===== src/sv/dbn_pkg.sv =====
// ----------------------------------------------------------------------------
// dbn_pkg
// shared types and constants of the diagnostic event debounce block
// ----------------------------------------------------------------------------
package dbn_pkg;

  // default counter width, legal range 8 to 32
  localparam int unsigned COUNT_W_DEF = 16;

  localparam int unsigned THR_W    = 16;  // threshold registers, signed
  localparam int unsigned STEP_W   = 15;  // step registers, unsigned
  localparam int unsigned STATUS_W = 3;
  localparam int unsigned OUT_CNT_W = 16;
  localparam int unsigned CFG_IDX_W = 3;
  localparam int unsigned CFG_DAT_W = 16;

  // event status codes
  typedef enum logic [STATUS_W-1:0] {
    ST_PASSED    = 3'd0,
    ST_FAILED    = 3'd1,
    ST_PREPASSED = 3'd2,
    ST_PREFAILED = 3'd3,
    ST_INIT      = 3'd4
  } status_t;

  // configuration register indexes
  typedef enum logic [CFG_IDX_W-1:0] {
    CFG_FAULT_THR = 3'd0,
    CFG_PASS_THR  = 3'd1,
    CFG_UP_STEP   = 3'd2,
    CFG_DOWN_STEP = 3'd3,
    CFG_HEAL_EN   = 3'd4
  } cfg_idx_t;

  // configuration reset values
  localparam logic signed [THR_W-1:0] FAULT_THR_RST = 16'sd10;
  localparam logic signed [THR_W-1:0] PASS_THR_RST  = -16'sd10;
  localparam logic [STEP_W-1:0]       UP_STEP_RST   = 15'd1;
  localparam logic [STEP_W-1:0]       DOWN_STEP_RST = 15'd1;
  localparam logic                    HEAL_EN_RST   = 1'b1;

  // one input sample
  typedef struct packed {
    logic fault_active;
    logic startup_complete;
    logic diag_reset;
    logic diag_enable;
    logic debounce_enable;
  } sample_t;

endpackage


===== src/sv/dbn_if.sv =====
// ----------------------------------------------------------------------------
// dbn_if
// valid/ready channels of the diagnostic event debounce block
// ----------------------------------------------------------------------------
interface dbn_in_if;
  logic valid;
  logic ready;
  logic fault_active;
  logic startup_complete;
  logic diag_reset;
  logic diag_enable;
  logic debounce_enable;

  modport source (
    output valid, fault_active, startup_complete, diag_reset, diag_enable,
           debounce_enable,
    input  ready
  );
  modport sink (
    input  valid, fault_active, startup_complete, diag_reset, diag_enable,
           debounce_enable,
    output ready
  );
endinterface

interface dbn_out_if;
  logic              valid;
  logic              ready;
  logic [2:0]        event_status;
  logic signed [15:0] fault_count;

  modport source (output valid, event_status, fault_count, input ready);
  modport sink   (input valid, event_status, fault_count, output ready);
endinterface

interface dbn_cfg_if;
  logic        valid;
  logic        ready;
  logic [2:0]  index;
  logic [15:0] data;

  modport source (output valid, index, data, input ready);
  modport sink   (input valid, index, data, output ready);
endinterface


===== src/sv/diagnostic_event_debounce.sv =====
// ----------------------------------------------------------------------------
// diagnostic_event_debounce
// counter based fault debounce of one diagnostic event, one sample per transaction
// ----------------------------------------------------------------------------
// an accepted input transaction passes the input register and then the result register on its way to out_ch
// throughput: one sample per cycle while out_ch is not stalled; the counter update
//   (one add/subtract, saturation and threshold compare) lies between input register
//   and result register; the debounce state is written as the result is loaded
// reset: synchronous, active low rst_n; status to init, counter and previous
//   debounce enable to zero, config registers to their defaults, pipe empty
// ----------------------------------------------------------------------------
module diagnostic_event_debounce #(
  parameter int unsigned COUNT_WIDTH = dbn_pkg::COUNT_W_DEF
) (
  input  logic      clk,
  input  logic      rst_n,
  dbn_in_if.sink    in_ch,
  dbn_out_if.source out_ch,
  dbn_cfg_if.sink   cfg_ch
);
  import dbn_pkg::*;

  // extended width for compares: holds any counter, threshold and step sum
  localparam int unsigned EW = ((COUNT_WIDTH > THR_W) ? COUNT_WIDTH : THR_W) + 2;

  // --------------------------------------------------------------------------
  // configuration registers, always ready
  // --------------------------------------------------------------------------
  logic signed [THR_W-1:0] fault_thr_r;
  logic signed [THR_W-1:0] pass_thr_r;
  logic [STEP_W-1:0]       up_step_r;
  logic [STEP_W-1:0]       down_step_r;
  logic                    heal_en_r;
  logic                    cfg_wr;

  assign cfg_ch.ready = 1'b1;
  assign cfg_wr       = cfg_ch.valid;

  always_ff @(posedge clk) begin
    if (!rst_n) begin
      fault_thr_r <= FAULT_THR_RST;
      pass_thr_r  <= PASS_THR_RST;
      up_step_r   <= UP_STEP_RST;
      down_step_r <= DOWN_STEP_RST;
      heal_en_r   <= HEAL_EN_RST;
    end else if (cfg_wr) begin
      // unknown indexes are dropped
      unique case (cfg_ch.index)
        CFG_FAULT_THR: fault_thr_r <= signed'(cfg_ch.data);
        CFG_PASS_THR:  pass_thr_r  <= signed'(cfg_ch.data);
        CFG_UP_STEP:   up_step_r   <= cfg_ch.data[STEP_W-1:0];
        CFG_DOWN_STEP: down_step_r <= cfg_ch.data[STEP_W-1:0];
        CFG_HEAL_EN:   heal_en_r   <= cfg_ch.data[0];
        default: ;
      endcase
    end
  end

  // --------------------------------------------------------------------------
  // input register stage
  // --------------------------------------------------------------------------
  logic    s1_valid_r;
  sample_t s1_r;
  logic    s1_adv;      // sample in s1 moves into the result register
  logic    in_take;
  logic    out_valid_r;

  assign s1_adv       = s1_valid_r && (!out_valid_r || out_ch.ready);
  assign in_ch.ready  = !s1_valid_r || s1_adv;
  assign in_take      = in_ch.valid && in_ch.ready;

  always_ff @(posedge clk) begin
    if (!rst_n) begin
      s1_valid_r <= 1'b0;
    end else if (in_ch.ready) begin
      s1_valid_r <= in_ch.valid;
    end
  end

  // payload register, no reset needed
  always_ff @(posedge clk) begin
    if (in_take) begin
      s1_r.fault_active     <= in_ch.fault_active;
      s1_r.startup_complete <= in_ch.startup_complete;
      s1_r.diag_reset       <= in_ch.diag_reset;
      s1_r.diag_enable      <= in_ch.diag_enable;
      s1_r.debounce_enable  <= in_ch.debounce_enable;
    end
  end

  // --------------------------------------------------------------------------
  // debounce state
  // --------------------------------------------------------------------------
  status_t                       status_r, status_nxt;
  logic signed [COUNT_WIDTH-1:0] count_r, count_nxt;
  logic                          prev_dbnc_r;

  // saturate an extended value to the counter range
  function automatic logic signed [COUNT_WIDTH-1:0] sat_cnt(
    input logic signed [EW-1:0] v
  );
    logic fits;
    fits = (&v[EW-1:COUNT_WIDTH-1]) || !(|v[EW-1:COUNT_WIDTH-1]);
    if (fits) begin
      return v[COUNT_WIDTH-1:0];
    end else if (v[EW-1]) begin
      return {1'b1, {(COUNT_WIDTH-1){1'b0}}};
    end else begin
      return {1'b0, {(COUNT_WIDTH-1){1'b1}}};
    end
  endfunction

  // sign extension of a counter value
  function automatic logic signed [EW-1:0] ext_cnt(
    input logic signed [COUNT_WIDTH-1:0] c
  );
    return {{(EW-COUNT_WIDTH){c[COUNT_WIDTH-1]}}, c};
  endfunction

  logic signed [EW-1:0]          cnt_ext, ft_ext, pt_ext, up_ext, dn_ext;
  logic signed [COUNT_WIDTH-1:0] up_sat, dn_sat, ft_sat, pt_sat;
  logic signed [EW-1:0]          up_sat_ext, dn_sat_ext;
  logic                          up_hit, dn_hit, up_over, dn_under;
  logic                          below_ft, above_pt;
  logic                          leave_init;  // diagnostic off or reset requested

  assign cnt_ext = ext_cnt(count_r);
  assign ft_ext  = {{(EW-THR_W){fault_thr_r[THR_W-1]}}, fault_thr_r};
  assign pt_ext  = {{(EW-THR_W){pass_thr_r[THR_W-1]}}, pass_thr_r};
  assign up_ext  = {{(EW-STEP_W){1'b0}}, up_step_r};
  assign dn_ext  = {{(EW-STEP_W){1'b0}}, down_step_r};

  // one saturating step each way, then the threshold compares
  assign up_sat     = sat_cnt(cnt_ext + up_ext);
  assign dn_sat     = sat_cnt(cnt_ext - dn_ext);
  assign ft_sat     = sat_cnt(ft_ext);
  assign pt_sat     = sat_cnt(pt_ext);
  assign up_sat_ext = ext_cnt(up_sat);
  assign dn_sat_ext = ext_cnt(dn_sat);

  assign up_hit   = up_sat_ext >= ft_ext;
  assign up_over  = up_sat_ext >  ft_ext;
  assign dn_hit   = dn_sat_ext <= pt_ext;
  assign dn_under = dn_sat_ext <  pt_ext;
  assign below_ft = cnt_ext < ft_ext;
  assign above_pt = cnt_ext > pt_ext;

  assign leave_init = s1_r.diag_reset || !s1_r.diag_enable;

  always_comb begin
    status_nxt = status_r;
    count_nxt  = count_r;
    if (!s1_r.debounce_enable) begin
      // direct pre-status or init, counter held
      if (prev_dbnc_r || !s1_r.startup_complete || leave_init) begin
        status_nxt = ST_INIT;
      end else begin
        status_nxt = s1_r.fault_active ? ST_PREFAILED : ST_PREPASSED;
      end
    end else if (!prev_dbnc_r) begin
      // debounce just switched on
      status_nxt = ST_INIT;
      count_nxt  = '0;
    end else begin
      unique case (status_r)
        ST_INIT: begin
          if (!s1_r.startup_complete || leave_init) begin
            count_nxt = '0;
          end else if (!s1_r.fault_active) begin
            count_nxt = dn_hit ? pt_sat : dn_sat;
            if (dn_hit) status_nxt = ST_PASSED;
          end else begin
            count_nxt = up_hit ? ft_sat : up_sat;
            if (up_hit) status_nxt = ST_FAILED;
          end
        end
        ST_FAILED: begin
          if (leave_init) begin
            status_nxt = ST_INIT;
            count_nxt  = '0;
          end else if (!s1_r.fault_active) begin
            // healing only when allowed
            if (heal_en_r) begin
              count_nxt = dn_hit ? pt_sat : dn_sat;
              if (dn_hit) status_nxt = ST_PASSED;
            end
          end else if (below_ft) begin
            count_nxt = up_over ? ft_sat : up_sat;
          end
        end
        ST_PASSED: begin
          if (leave_init) begin
            status_nxt = ST_INIT;
            count_nxt  = '0;
          end else if (!s1_r.fault_active) begin
            if (above_pt) begin
              count_nxt = dn_under ? pt_sat : dn_sat;
            end
          end else begin
            count_nxt = up_hit ? ft_sat : up_sat;
            if (up_hit) status_nxt = ST_FAILED;
          end
        end
        // pre-status or bad code while debouncing falls to failed
        default: status_nxt = ST_FAILED;
      endcase
    end
  end

  always_ff @(posedge clk) begin
    if (!rst_n) begin
      status_r    <= ST_INIT;
      count_r     <= '0;
      prev_dbnc_r <= 1'b0;
    end else if (s1_adv) begin
      status_r    <= status_nxt;
      count_r     <= count_nxt;
      prev_dbnc_r <= s1_r.debounce_enable;
    end
  end

  // --------------------------------------------------------------------------
  // result register
  // --------------------------------------------------------------------------
  logic [STATUS_W-1:0]         out_status_r;
  logic signed [OUT_CNT_W-1:0] out_count_r;
  logic signed [EW-1:0]        count_nxt_ext;

  assign count_nxt_ext = ext_cnt(count_nxt);

  always_ff @(posedge clk) begin
    if (!rst_n) begin
      out_valid_r <= 1'b0;
    end else if (s1_adv) begin
      out_valid_r <= 1'b1;
    end else if (out_ch.ready) begin
      out_valid_r <= 1'b0;
    end
  end

  always_ff @(posedge clk) begin
    if (s1_adv) begin
      out_status_r <= status_nxt;
      out_count_r  <= count_nxt_ext[OUT_CNT_W-1:0];
    end
  end

  assign out_ch.valid        = out_valid_r;
  assign out_ch.event_status = out_status_r;
  assign out_ch.fault_count  = out_count_r;

  // --------------------------------------------------------------------------
  // assertions
  // --------------------------------------------------------------------------
  // a debounce rising edge always reports init with a cleared counter
  a_dbnc_rise: assert property (@(posedge clk) disable iff (!rst_n)
    (s1_adv && s1_r.debounce_enable && !prev_dbnc_r)
      |=> (out_status_r == ST_INIT && out_count_r == '0))
    else $error("debounce rising edge did not give init and zero count");

  // with debounce off the counter is never touched
  a_cnt_hold: assert property (@(posedge clk) disable iff (!rst_n)
    (s1_adv && !s1_r.debounce_enable) |=> (count_r == $past(count_r)))
    else $error("counter changed while debounce disabled");

  // a new result only appears when a sample left the input register
  a_out_src: assert property (@(posedge clk) disable iff (!rst_n)
    $rose(out_valid_r) |-> $past(s1_valid_r))
    else $error("result raised without a sample in the input register");

  // the state only moves together with a result load
  a_state_move: assert property (@(posedge clk) disable iff (!rst_n)
    !s1_adv |=> ($stable(status_r) && $stable(count_r)))
    else $error("debounce state changed without a result transaction");

endmodule

===== src/flat_wrapper.sv =====
// flat-port wrapper written by rule: the top's interface ports become plain ports
module diagnostic_event_debounce_flat import dbn_pkg::*;
#(
  parameter int unsigned COUNT_WIDTH = dbn_pkg::COUNT_W_DEF
)
  (clk, rst_n, in_ch_valid, in_ch_fault_active, in_ch_startup_complete, in_ch_diag_reset, in_ch_diag_enable, in_ch_debounce_enable, in_ch_ready, out_ch_valid, out_ch_event_status, out_ch_fault_count, out_ch_ready, cfg_ch_valid, cfg_ch_index, cfg_ch_data, cfg_ch_ready);
  dbn_in_if in_ch_i ();
  dbn_out_if out_ch_i ();
  dbn_cfg_if cfg_ch_i ();
  input  logic clk;
  input  logic rst_n;
  input wire logic [$bits(in_ch_i.valid)-1:0] in_ch_valid;
  input wire logic [$bits(in_ch_i.fault_active)-1:0] in_ch_fault_active;
  input wire logic [$bits(in_ch_i.startup_complete)-1:0] in_ch_startup_complete;
  input wire logic [$bits(in_ch_i.diag_reset)-1:0] in_ch_diag_reset;
  input wire logic [$bits(in_ch_i.diag_enable)-1:0] in_ch_diag_enable;
  input wire logic [$bits(in_ch_i.debounce_enable)-1:0] in_ch_debounce_enable;
  output wire logic [$bits(in_ch_i.ready)-1:0] in_ch_ready;
  output wire logic [$bits(out_ch_i.valid)-1:0] out_ch_valid;
  output wire logic [$bits(out_ch_i.event_status)-1:0] out_ch_event_status;
  output wire logic [$bits(out_ch_i.fault_count)-1:0] out_ch_fault_count;
  input wire logic [$bits(out_ch_i.ready)-1:0] out_ch_ready;
  input wire logic [$bits(cfg_ch_i.valid)-1:0] cfg_ch_valid;
  input wire logic [$bits(cfg_ch_i.index)-1:0] cfg_ch_index;
  input wire logic [$bits(cfg_ch_i.data)-1:0] cfg_ch_data;
  output wire logic [$bits(cfg_ch_i.ready)-1:0] cfg_ch_ready;
  assign in_ch_i.valid = in_ch_valid;
  assign in_ch_i.fault_active = in_ch_fault_active;
  assign in_ch_i.startup_complete = in_ch_startup_complete;
  assign in_ch_i.diag_reset = in_ch_diag_reset;
  assign in_ch_i.diag_enable = in_ch_diag_enable;
  assign in_ch_i.debounce_enable = in_ch_debounce_enable;
  assign in_ch_ready = in_ch_i.ready;
  assign out_ch_valid = out_ch_i.valid;
  assign out_ch_event_status = out_ch_i.event_status;
  assign out_ch_fault_count = out_ch_i.fault_count;
  assign out_ch_i.ready = out_ch_ready;
  assign cfg_ch_i.valid = cfg_ch_valid;
  assign cfg_ch_i.index = cfg_ch_index;
  assign cfg_ch_i.data = cfg_ch_data;
  assign cfg_ch_ready = cfg_ch_i.ready;
  diagnostic_event_debounce #(.COUNT_WIDTH(COUNT_WIDTH)) u_core (.clk(clk), .rst_n(rst_n), .in_ch(in_ch_i), .out_ch(out_ch_i), .cfg_ch(cfg_ch_i));
endmodule

===== config.mk =====
export PLATFORM = sky130hd
export DESIGN_NAME = diagnostic_event_debounce_flat
export DESIGN_NICKNAME = d
export VERILOG_FILES = /design/src/sv/dbn_pkg.sv /design/src/sv/dbn_if.sv /design/src/sv/diagnostic_event_debounce.sv /design/src/flat_wrapper.sv
export SDC_FILE = /design/constraint.sdc
export NUM_CORES = 1
export LEC_CHECK = 0
export ABC_AREA = 1
export BUFFER_PORTS_ARGS = -buffer_cell sky130_fd_sc_hd__clkbuf_2
export CAP_MARGIN = 5
export CORE_MARGIN = 2
export CORE_UTILIZATION = 64
export CTS_CLUSTER_DIAMETER = 50
export DETAILED_ROUTE_END_ITERATION = 10
export HOLD_SLACK_MARGIN = 0.12
export PLACE_DENSITY = 0.89
export SETUP_SLACK_MARGIN = 0.05
export SLEW_MARGIN = 30
export SYNTH_ARGS = -nofsm -noshare
export SYNTH_HDL_FRONTEND = slang
export SYNTH_SLANG_ARGS = --single-unit

===== constraint.sdc =====
create_clock -name clk -period 4.8 [get_ports clk]
set_input_delay 0.24 -clock clk [delete_from_list [all_inputs] [get_ports clk]]
set_output_delay 0.24 -clock clk [all_outputs]
set_load 0.02 [all_outputs]

==> qor.csv <==
metric,value,unit
synthTopCellsByArea,"nand2_1 19%, dfxtp_1 16%, ha_1 11%, inv_1 8.5%, edfxtp_1 7.0%",
synthCells,1677,
antenna_left,0,
num_vias,11800,
areaGrowthSynthToFinish,10.2,%
synth_mux_area_share,0,%
grt_setup_unrepaired,yes,
hold_viol,0,
ff_latch_area,2430,um2
critPathSlowestCell,dfxtp_1,
maxCapViolCount,0,
setup_viol,0,
synth_flop_cell,dfxtp_1,
synth_top_cell_area_share,19.5,%
max_slew_margin,42.8,%
worst-setup-path-type,flip-flop to flip-flop,
worst_slew_pin_slew,0.858,ns
clock-root-buffer,clkbuf_16,
io_pins,51,
multi_input_area,6850,um2
clkTransAtPathRegs,0.08,ns
tns,0,ns
htreeDepth,3,
synth_compound_area_share,12.4,%
fillCellCount,1357,
initial_utilization,65.4,%
max-clock-path-buffers,2,
post-route-period-util,95.2,%
dieArea,17200,um2
yosysTopAreaCell,nand2_1,
layout-drive-gt1-share,12.4,%
p_leak,6.23,nW
slew_viol_final,0,
drt-total-wl,36.6,mm
antenna_found_initial,0,
crit_arrival,4.68,ns
dp_hpwl,26.4,mm
synth-async-reset-ratio,0,%
holdWs,0.142,ns
wl_per_cell,18.7,um
cts_buffers,9,
vias_per_cell,6.07,
powerDensity,332,nW/um2
synth_fp_nets,1801,
max_freq,0.219,GHz
max_stage_delay,0.50,ns
synth_area_per_cell,6.18,um2
synth-edff-count,24,
die_height,131,um
status,completed,
die_w,131,um
cp-end-kind,flip-flop,
layout_common_cells,"534 x nand2_1, 232 x inv_1, 138 x a21oi_1",
nets,1855,
path_max_fanout,8,
seq_area_frac_synth,23.4,%
cp_common_cell,nand2_1,
ys_ff_latch,109,
synth_warnings,0,
clock-sinks,109,
syn_area,10400,um2
yosys.area_share.adder,11.6,%
ir_drop,239,uV
first_global_vias,10500,
clock_latency,0.37,ns
cts_tree,done,
firstDrtPassIters,9,
synth_top_family_by_area,simple AND/OR/NAND/NOR gates,
drc,0,
num_rows,46,
cp-start-kind,flip-flop,
grtUsageTotal,41.3,%
min_period,4.57,ns
hold_path_class,input port to flip-flop,
grt_max_degree,68,
synth_cell_type_count,43,
io_buffers,49,
cp_data_required_time,4.91,ns
overflow,0,
gp_congestion,1.09,
synthSimpleGateAreaFrac,39.1,%
utilization,72.1,%
grt_pass1_wl,55.9,mm
synthXorXnorAreaFrac,1.35,%
fp.coreArea,15800,um2
clock_skew,0.0109,ns
mostFrequentLayoutCell,nand2_1,
drt_iter0_markers,2177,
==> final timing paths <==
kind | startpoint | to | slack, ns | cells past startpoint
setup / recovery | u_core.count_r[4] | u_core.out_ch.fault_count[6] | 0.23 | 31
hold / removal | cfg_ch_data[2] | u_core.pass_thr_r[2] | 0.14 | 3
setup reg to reg | u_core.count_r[4] | u_core.out_ch.fault_count[6] | 0.23 | 31
hold reg to reg | u_core.down_step_r[9] | u_core.down_step_r[9] | 0.46 | 2
==> cell usage after synthesis, types with 11 or more instances <==
library cell and number:
a21oi_1 138, buf_2 15, clkbuf_1 32, dfxtp_1 85, edfxtp_1 24, ha_1 93
inv_1 234, nand2_1 538, nand2_2 40, nand2_4 11, nand3_1 112, nand4_1 60
nor2_1 117, o211ai_1 20, o21ai_0 56
==> cells by family after synthesis <==
family | count (synthesis)
xor+xnor | 16
buf+inv | 308
compound gates | 236
fa+ha+maj | 95
other cells | 1
simple gates | 912
flops | 109
==> flip-flops by register name, indices dropped and copies added, names as in the netlist, 3 cells and up <==
register	count
u_core.status_r	3
u_core.fault_thr_r	16
u_core.s1_r	5
u_core.pass_thr_r	16
u_core.down_step_r	15
u_core.up_step_r	15
u_core.out_ch.event_status	3
u_core.out_ch.fault_count	16
u_core.count_r	16
==> stage by stage <==
stage | instance area [um2] | cells | power [mW] | setup slack [ns]
2_1_floorplan | 10400 | 1677 | 2.32 | 0.968
3_3_place_gp | 10800 | 1914 | 2.73 | 0.146
3_5_place_dp | 10800 | 1914 | 2.76 | 0.0763
4_1_cts | 11200 | 1935 | 3.54 | 0.0736
5_1_grt | 11400 | 1952 | 3.97 | 0.00874
6_report | 11400 | 1953 | 3.79 | 0.229
==> worst max-delay path, delay by kind of cell, from the launching register on <==
kind | cells | cell delay [ns]
AO/OA/AOI/OAI | 2 | 0.50
AND/OR/NAND/NOR | 24 | 2.24
flip-flops | 1 | 0.50
buffers and inverters | 3 | 0.50
adder cells (fa/ha/maj) | 2 | 0.55
==> layer usage <==
metal / global-route usage (%) / up-vias / part of all wire (%)
met5: 0 / - / 0
met4: 21.4 / 0 / 6.8
met3: 9.45 / 200 / 14
met2: 61.7 / 855 / 40
met1: 55.9 / 5264 / 38
li1: - / 5530 / -
==> power by group <==
group | internal (mW) | total [mW] | switching, mW
clock network | 0.384 | 0.785 | 0.402
logic | 0.626 | 1.98 | 1.35
registers | 0.979 | 1.02 | 0.0419
==> final cells by class <==
cell class                 count  area share [%]
multi-input combinational   1265            60.0
sequential                   109            21.2
tap                          216            2.37
clock inverter                 6           0.548
timing repair buffer          98            5.59
antenna                        1          0.0219
clock buffer                  10            2.09
inverter                     248            8.15
==> what timing repair did <==
| item | 4_1_cts | 5_1_grt |
|---|---|---|
| endpoints found under the hold margin | 5 | 0 |
| setup endpoints to repair | 0 | 36 |
| gates resized for setup | 0 | 22 |
| hold buffers | 5 | 0 |
| buffers inserted | 0 | 12 |
No activity file was read; power rests on OpenSTA's default activity.
